===== config.mk =====
export PLATFORM = sky130hd
export DESIGN_NAME = srss_ctrl
export DESIGN_NICKNAME = d
export VERILOG_FILES = /design/src/rtl/srss_pkg.sv /design/src/rtl/srss_ctrl.sv
export SDC_FILE = /design/constraint.sdc
export NUM_CORES = 1
export LEC_CHECK = 0
export BUFFER_PORTS_ARGS = -buffer_cell sky130_fd_sc_hd__buf_2
export CAP_MARGIN = 15
export CORE_ASPECT_RATIO = 0.7
export CORE_MARGIN = 5
export CORE_UTILIZATION = 41
export DETAILED_ROUTE_END_ITERATION = 8
export PLACE_DENSITY = 0.66
export SKIP_LAST_GASP = 1
export SYNTH_ARGS = -nofsm -noshare
export SYNTH_HDL_FRONTEND = slang
export SYNTH_SLANG_ARGS = --single-unit

===== constraint.sdc =====
create_clock -name clk -period 4.6 [get_ports clk]
set_input_delay 0.46 -clock clk [delete_from_list [all_inputs] [get_ports clk]]
set_output_delay 0.46 -clock clk [all_outputs]
set_load 0.01 [all_outputs]

===== src/rtl/srss_pkg.sv =====
// ----------------------------------------------------------------------------
// srss_pkg
// Shared sizes, codes and types of the sorted row stack search block.
// ----------------------------------------------------------------------------
package srss_pkg;

	// stack geometry
	localparam int MAX_ROWS    = 16;
	localparam int MAX_ROW_LEN = 64;
	localparam int MEM_DEPTH   = MAX_ROWS * MAX_ROW_LEN;

	localparam int ROW_W  = (MAX_ROWS > 1) ? $clog2(MAX_ROWS) : 1;
	localparam int IDX_W  = (MAX_ROW_LEN > 1) ? $clog2(MAX_ROW_LEN) : 1;
	localparam int ADDR_W = (MEM_DEPTH > 1) ? $clog2(MEM_DEPTH) : 1;
	localparam int LEN_W  = $clog2(MAX_ROW_LEN + 1);
	localparam int CNT_W  = $clog2(MAX_ROWS + 1);
	localparam int DATA_W = 32;

	// request codes
	localparam logic [1:0] REQ_LOAD   = 2'd0;
	localparam logic [1:0] REQ_POP    = 2'd1;
	localparam logic [1:0] REQ_SEARCH = 2'd2;

	// result status codes
	typedef enum logic [2:0] {
		ST_ACCEPTED  = 3'd0,
		ST_FOUND     = 3'd1,
		ST_NOT_FOUND = 3'd2,
		ST_UNDERFLOW = 3'd3,
		ST_OVERFLOW  = 3'd4
	} status_t;

	// controller states
	typedef enum logic [2:0] {
		S_IDLE,
		S_SCAN,
		S_BS_RD,
		S_BS_CMP,
		S_RESP
	} state_t;

	// memory access command from the controller
	typedef struct packed {
		logic                elem_we;
		logic [ADDR_W-1:0]   elem_waddr;
		logic [DATA_W-1:0]   elem_wdata;
		logic [ADDR_W-1:0]   elem_raddr;
		logic                len_we;
		logic [ROW_W-1:0]    len_waddr;
		logic [LEN_W-1:0]    len_wdata;
		logic [ROW_W-1:0]    len_raddr;
	} store_cmd_t;

	// one result word
	typedef struct packed {
		status_t             status;
		logic [IDX_W-1:0]    index;
		logic [ROW_W-1:0]    level;
		logic [CNT_W-1:0]    depth;
	} res_t;

endpackage


===== src/rtl/srss_ctrl.sv =====
// ----------------------------------------------------------------------------
// srss_ctrl
// Request sequencer: row build and push, pop, and the search that scans
// rows downward and then binary-searches one row through the memories.
// ----------------------------------------------------------------------------
module srss_ctrl (
	input  logic                                 clk,
	input  logic                                 arst_n,
	input  logic                                 in_valid,
	output logic                                 in_stall,
	input  logic [1:0]                           req_type,
	input  logic signed [srss_pkg::DATA_W-1:0]   elem_value,
	input  logic                                 has_value,
	input  logic                                 row_last,
	input  logic signed [srss_pkg::DATA_W-1:0]   search_key,
	output srss_pkg::store_cmd_t                 cmd,
	input  logic [srss_pkg::DATA_W-1:0]          elem_rdata,
	input  logic [srss_pkg::LEN_W-1:0]           len_rdata,
	output srss_pkg::res_t                       res,
	output logic                                 res_valid,
	input  logic                                 res_ready
);

	localparam int LEN_W = srss_pkg::LEN_W;
	localparam int ROW_W = srss_pkg::ROW_W;
	localparam int CNT_W = srss_pkg::CNT_W;
	localparam int IDX_W = srss_pkg::IDX_W;
	localparam int ADDR_W = srss_pkg::ADDR_W;

	// control state
	srss_pkg::state_t state_q, state_d;
	logic [CNT_W-1:0] row_cnt_q, row_cnt_d;
	logic [LEN_W-1:0] bld_len_q, bld_len_d;
	logic             bld_ovf_q, bld_ovf_d;
	logic             chk_vld_s1, chk_vld_d;

	// search datapath
	logic signed [srss_pkg::DATA_W-1:0] key_q, key_d;
	logic [CNT_W-1:0]   lvl_q, lvl_d;
	logic [ROW_W-1:0]   chk_lvl_s1, chk_lvl_d;
	logic [ROW_W-1:0]   sel_lvl_q, sel_lvl_d;
	logic signed [LEN_W:0] lo_q, lo_d, hi_q, hi_d;
	logic [IDX_W-1:0]   mid_q, mid_d;
	srss_pkg::res_t     res_q, res_d;

	// address of element idx in row lvl
	function automatic logic [ADDR_W-1:0] elem_addr(input logic [ROW_W-1:0] lvl,
			input logic [IDX_W-1:0] idx);
		elem_addr = ADDR_W'(ADDR_W'(lvl) * ADDR_W'(srss_pkg::MAX_ROW_LEN)) + ADDR_W'(idx);
	endfunction

	// next state and outputs
	always_comb begin
		logic [LEN_W-1:0]   b_len;
		logic               b_ovf;
		logic               qual;
		logic signed [LEN_W:0] mid;
		srss_pkg::status_t  st;

		state_d    = state_q;
		row_cnt_d  = row_cnt_q;
		bld_len_d  = bld_len_q;
		bld_ovf_d  = bld_ovf_q;
		chk_vld_d  = chk_vld_s1;
		key_d      = key_q;
		lvl_d      = lvl_q;
		chk_lvl_d  = chk_lvl_s1;
		sel_lvl_d  = sel_lvl_q;
		lo_d       = lo_q;
		hi_d       = hi_q;
		mid_d      = mid_q;
		res_d      = res_q;
		cmd        = '0;
		b_len      = bld_len_q;
		b_ovf      = bld_ovf_q;
		st         = srss_pkg::ST_ACCEPTED;
		qual       = chk_vld_s1 && (len_rdata != '0) && ($signed(elem_rdata) <= key_q);
		mid        = lo_q + ((hi_q - lo_q) >>> 1);

		unique case (state_q)
			srss_pkg::S_IDLE: begin
				if (in_valid) begin
					res_d.index = '0;
					res_d.level = '0;
					state_d     = srss_pkg::S_RESP;
					unique case (req_type)
						srss_pkg::REQ_LOAD: begin
							// append element, or note the drop
							if (has_value) begin
								if (bld_len_q < LEN_W'(srss_pkg::MAX_ROW_LEN)) begin
									if (row_cnt_q < CNT_W'(srss_pkg::MAX_ROWS)) begin
										cmd.elem_we    = 1'b1;
										cmd.elem_waddr = elem_addr(row_cnt_q[ROW_W-1:0],
											bld_len_q[IDX_W-1:0]);
										cmd.elem_wdata = elem_value;
									end
									b_len = bld_len_q + LEN_W'(1);
								end else begin
									b_ovf = 1'b1;
									st    = srss_pkg::ST_OVERFLOW;
								end
							end
							// push the row, or discard it on a full stack
							if (row_last || !has_value) begin
								if (row_cnt_q < CNT_W'(srss_pkg::MAX_ROWS)) begin
									cmd.len_we    = 1'b1;
									cmd.len_waddr = row_cnt_q[ROW_W-1:0];
									cmd.len_wdata = b_len;
									row_cnt_d     = row_cnt_q + CNT_W'(1);
									if (b_ovf) begin
										st = srss_pkg::ST_OVERFLOW;
									end
								end else begin
									st = srss_pkg::ST_OVERFLOW;
								end
								b_len = '0;
								b_ovf = 1'b0;
							end
							bld_len_d = b_len;
							bld_ovf_d = b_ovf;
						end
						srss_pkg::REQ_POP: begin
							if (row_cnt_q == '0) begin
								st = srss_pkg::ST_UNDERFLOW;
							end else begin
								row_cnt_d = row_cnt_q - CNT_W'(1);
							end
						end
						srss_pkg::REQ_SEARCH: begin
							key_d     = search_key;
							lvl_d     = row_cnt_q;
							chk_vld_d = 1'b0;
							state_d   = srss_pkg::S_SCAN;
						end
						default: begin
						end
					endcase
					res_d.status = st;
					res_d.depth  = row_cnt_d;
				end
			end

			// one row head read per cycle, checked in the cycle after its read
			srss_pkg::S_SCAN: begin
				if (qual) begin
					sel_lvl_d = chk_lvl_s1;
					lo_d      = '0;
					hi_d      = $signed({1'b0, len_rdata}) - (LEN_W+1)'(1);
					chk_vld_d = 1'b0;
					state_d   = srss_pkg::S_BS_RD;
				end else if (lvl_q == '0) begin
					res_d.status = srss_pkg::ST_NOT_FOUND;
					res_d.index  = '0;
					res_d.level  = '0;
					res_d.depth  = row_cnt_q;
					chk_vld_d    = 1'b0;
					state_d      = srss_pkg::S_RESP;
				end else begin
					lvl_d          = lvl_q - CNT_W'(1);
					chk_lvl_d      = ROW_W'(lvl_q - CNT_W'(1));
					chk_vld_d      = 1'b1;
					cmd.len_raddr  = ROW_W'(lvl_q - CNT_W'(1));
					cmd.elem_raddr = elem_addr(ROW_W'(lvl_q - CNT_W'(1)), '0);
				end
			end

			// binary search: issue the probe at mid, or report a miss once the range is empty
			srss_pkg::S_BS_RD: begin
				if (lo_q > hi_q) begin
					res_d.status = srss_pkg::ST_NOT_FOUND;
					res_d.index  = '0;
					res_d.level  = '0;
					res_d.depth  = row_cnt_q;
					state_d      = srss_pkg::S_RESP;
				end else begin
					mid_d          = mid[IDX_W-1:0];
					cmd.elem_raddr = elem_addr(sel_lvl_q, mid[IDX_W-1:0]);
					state_d        = srss_pkg::S_BS_CMP;
				end
			end

			// binary search: compare the probe, report a hit or narrow the range
			srss_pkg::S_BS_CMP: begin
				if ($signed(elem_rdata) == key_q) begin
					res_d.status = srss_pkg::ST_FOUND;
					res_d.index  = mid_q;
					res_d.level  = sel_lvl_q;
					res_d.depth  = row_cnt_q;
					state_d      = srss_pkg::S_RESP;
				end else if ($signed(elem_rdata) < key_q) begin
					lo_d    = $signed({1'b0, LEN_W'(mid_q)}) + (LEN_W+1)'(1);
					state_d = srss_pkg::S_BS_RD;
				end else begin
					hi_d    = $signed({1'b0, LEN_W'(mid_q)}) - (LEN_W+1)'(1);
					state_d = srss_pkg::S_BS_RD;
				end
			end

			srss_pkg::S_RESP: begin
				if (res_ready) begin
					state_d = srss_pkg::S_IDLE;
				end
			end

			default: begin
				state_d = srss_pkg::S_IDLE;
			end
		endcase
	end

	assign in_stall  = (state_q != srss_pkg::S_IDLE);
	assign res_valid = (state_q == srss_pkg::S_RESP);
	assign res       = res_q;

	// control registers
	always_ff @(posedge clk or negedge arst_n) begin
		if (!arst_n) begin
			state_q    <= srss_pkg::S_IDLE;
			row_cnt_q  <= '0;
			bld_len_q  <= '0;
			bld_ovf_q  <= 1'b0;
			chk_vld_s1 <= 1'b0;
		end else begin
			state_q    <= state_d;
			row_cnt_q  <= row_cnt_d;
			bld_len_q  <= bld_len_d;
			bld_ovf_q  <= bld_ovf_d;
			chk_vld_s1 <= chk_vld_d;
		end
	end

	// datapath registers
	always_ff @(posedge clk) begin
		key_q      <= key_d;
		lvl_q      <= lvl_d;
		chk_lvl_s1 <= chk_lvl_d;
		sel_lvl_q  <= sel_lvl_d;
		lo_q       <= lo_d;
		hi_q       <= hi_d;
		mid_q      <= mid_d;
		res_q      <= res_d;
	end

endmodule


==> metrics.yaml <==
routing:
  drc: 0
  wl_mm: 16.4
  vias: 5176
  firstDrtPassIters: 4
  wl_per_cell_um: 15.6
  drtIter0Drc: 314
  vias_per_cell: 4.94
  ant_nets: 0
cts:
  cts-buffers-inserted: 9
  cts_tree: "done"
  cts_root_buffer: "clkbuf_16"
  cts.sinks: 101
  cts_resized: 0
  cts_buffer_depth: 2
  cts_setup_buffers: 0
  clk_pin_slew_ns: 0.07
  htreeDepth: 3
  clock_latency_ns: 0.34
  hold_buffers: 0
die:
  coreArea_mm2: 0.0155
  top_level_ports: 200
  die-area_mm2: 0.0184
  die_width_um: 160
  row_count: 38
  die_h_um: 115
  start_util_pct: 41.7
yosys:
  syn_nets: 822
  synth_warnings: 0
  synth_edf_count: 84
  yosysTopAreaCell: "edfxtp_1"
  synth.distinct_cells: 62
  syn-cell-area_mm2: 0.00646
  synth_area_leaders: "edfxtp_1 (39%), ha_1 (12%), dfrtp_1 (6.6%)"
  async_flop_share_pct: 16.8
  ys_ff_latch: 101
  netlist_instances: 649
  ys.flop_type: "edfxtp_1"
  yosysSeqAreaShare_pct: 45.6
  synth_top_cell_area_share_pct: 39.0
  syn_area_per_cell_um2: 9.96
setup_path:
  worstRegToRegCells: 10
  r2r_end: "res[4]$_DFFE_PP_"
  crit_arrival_ns: 3.01
  start_kind: "register"
  ff2ff_setup_slack_ns: 1.58
  cp_slowest_stage_delay_ns: 0.42
  critPathKind: "register to output pin"
  end_kind: "output pin"
  cp_top_family: "adder cells"
  critPathSlowestCell: "edfxtp_1"
  critPathBufInv: 3
  crit_start: "hi_q[0]$_DFFE_PP_"
  required_ns: 4.14
  cp_max_fo: 2
  crit_chain: "inv_1 -> ha_1 -> inv_1 -> fa_1 -> xor2_1 -> ha_1 -> a21o_1 -> a21oi_1 -> o21bai_1 -> a21oi_1 -> xnor2_1 -> and2_1 -> buf_2"
  timing.rr.start: "key_q[7]$_DFFE_PP_"
global_routing:
  grt_pass1_wl_mm: 25.7
  grt_antenna_before_repair: 0
  grt_pass1_vias: 4861
  grt_max_degree: 38
  grt-ovfl-total: 0
  grt_usage_pct: 17.3
timing:
  fin_tns_setup_ns: 0
  relSlewSlack_pct: 52.2
  worst_pin_slew_ns: 0.710
  fin_hold_ws_ns: 0.0492
  drv_slew: 0
  hold_viol_final: 0
  setup_viol: 0
  finClkSkew_ns: 0.00967
  post-route-min-period_ns: 3.47
  grt_setup_unrepaired: "false"
  finalCritPeriodShare_pct: 75.5
  max_freq_mhz: 288
pwr:
  finalPower_uw: 2840
  vdd_drop_max_uv: 337
  leakage_uw: 0.00380
  powerDensity_mw_per_mm2: 356
placed_design:
  place.gp.congestion: 0.879
  dp_hpwl_mm: 13.1
  dp.cells: 1032
  place.port_buffers: 199
run_status:
  status: "finished, final reports clean"
cells_and_area:
  final_cells: 1048
  drive_above_1_share_pct: 28.8
  layout_common_cells: "buf_2 (199), edfxtp_1 (84), inv_1 (73), ha_1 (60), and2_1 (50)"
  nFillCells: 1487
  final_common_cell: "buf_2"
  nets: 1016
  area_delta_synth_final_pct: 23.2
  num_antenna_cells: 0
job:
  maxCapViolCount: 0
hold_path:
  hold_class: "input pin to asynchronous set/reset pin"
==> cells in the mapped netlist, types with 3 or more instances <==
library cell	count
and2_1	50
a21o_1	10
nand4_1	8
inv_1	73
o21bai_1	3
o31ai_1	9
clkbuf_1	21
xnor2_1	17
nand2_1	43
o21a_1	4
a221oi_1	3
nor4_1	4
nor2_1	49
a21oi_1	38
nand2b_1	7
xor2_1	14
edfxtp_1	84
dfrtp_1	17
nor3_1	11
and3_1	16
nand3_1	16
a31oi_1	5
ha_1	60
o21ai_0	32
nor2b_1	7
==> power by group <==
part | internal, uW | switching, uW
registers | 1180 | 103
logic | 322 | 504
clock network | 388 | 343
total | 1890 | 950
==> registers in the layout, summed over array words and instances, names as in the netlist, 5 cells and up <==
| register | flops |
|---|---|
| row_cnt_q | 5 |
| bld_len_q | 7 |
| lvl_q | 5 |
| key_q | 32 |
| res | 18 |
| mid_q | 6 |
| lo_q | 7 |
| hi_q | 8 |
==> layer usage <==
metal	global-route usage (%)	vias to the layer above	part of all wire, %
li1	-	2663	-
met1	25.1	2420	49
met2	26.8	76	46
met3	3.48	17	3.4
met4	4.47	0	1.3
met5	0	-	0
==> area by class of cell <==
type / instances / area, um^2 / share of cell area (%)
multi-input combinational: 451 / 3150 / 39.6
sequential: 101 / 2950 / 37.0
timing repair buffer: 206 / 1050 / 13.2
inverter: 74 / 278 / 3.49
tap: 200 / 250 / 3.14
clock buffer: 11 / 243 / 3.05
clock inverter: 5 / 42.5 / 0.534
==> per-stage QoR <==
step	utilization [%]	worst slack, ns	cell area (um^2)
finish	51.4	1.13	7960
global route	51.4	0.875	7960
CTS	51.4	1.07	7960
detailed placement	49.5	1.34	7680
global placement	49.5	1.33	7680
floorplan	-	1.46	6460
==> cell families after synthesis <==
family	Yosys count	share of synthesized area (%)
flops	101	45.6
simple gates	226	18.5
mux	3	0.503
compound gates	129	13.1
fa+ha+maj	62	12.2
xor+xnor	31	4.20
buf+inv	97	5.77
==> how the worst max path moves through the flow <==
stage	endpoint	slack [ns]	depth (start not counted)
2_1_floorplan	res[0]$_DFFE_PP_	1.46	8
3_3_place_gp	cmd[22]	1.33	11
3_5_place_dp	cmd[22]	1.34	11
4_1_cts	cmd[21]	1.07	13
5_1_grt	cmd[21]	0.88	13
6_report	cmd[21]	1.13	13
==> worst reg2reg max path: stages, from the launching register on <==
cell and delay (ns):
edfxtp_1 0.38, inv_1 0.07, ha_1 0.25, a21oi_1 0.13, o21ai_1 0.09, a21o_1 0.19, o41ai_2 0.52, a21o_2 0.22
a21oi_1 0.12, a21oi_2 0.46, buf_4 0.29
Power figures use the tool's default switching activity.
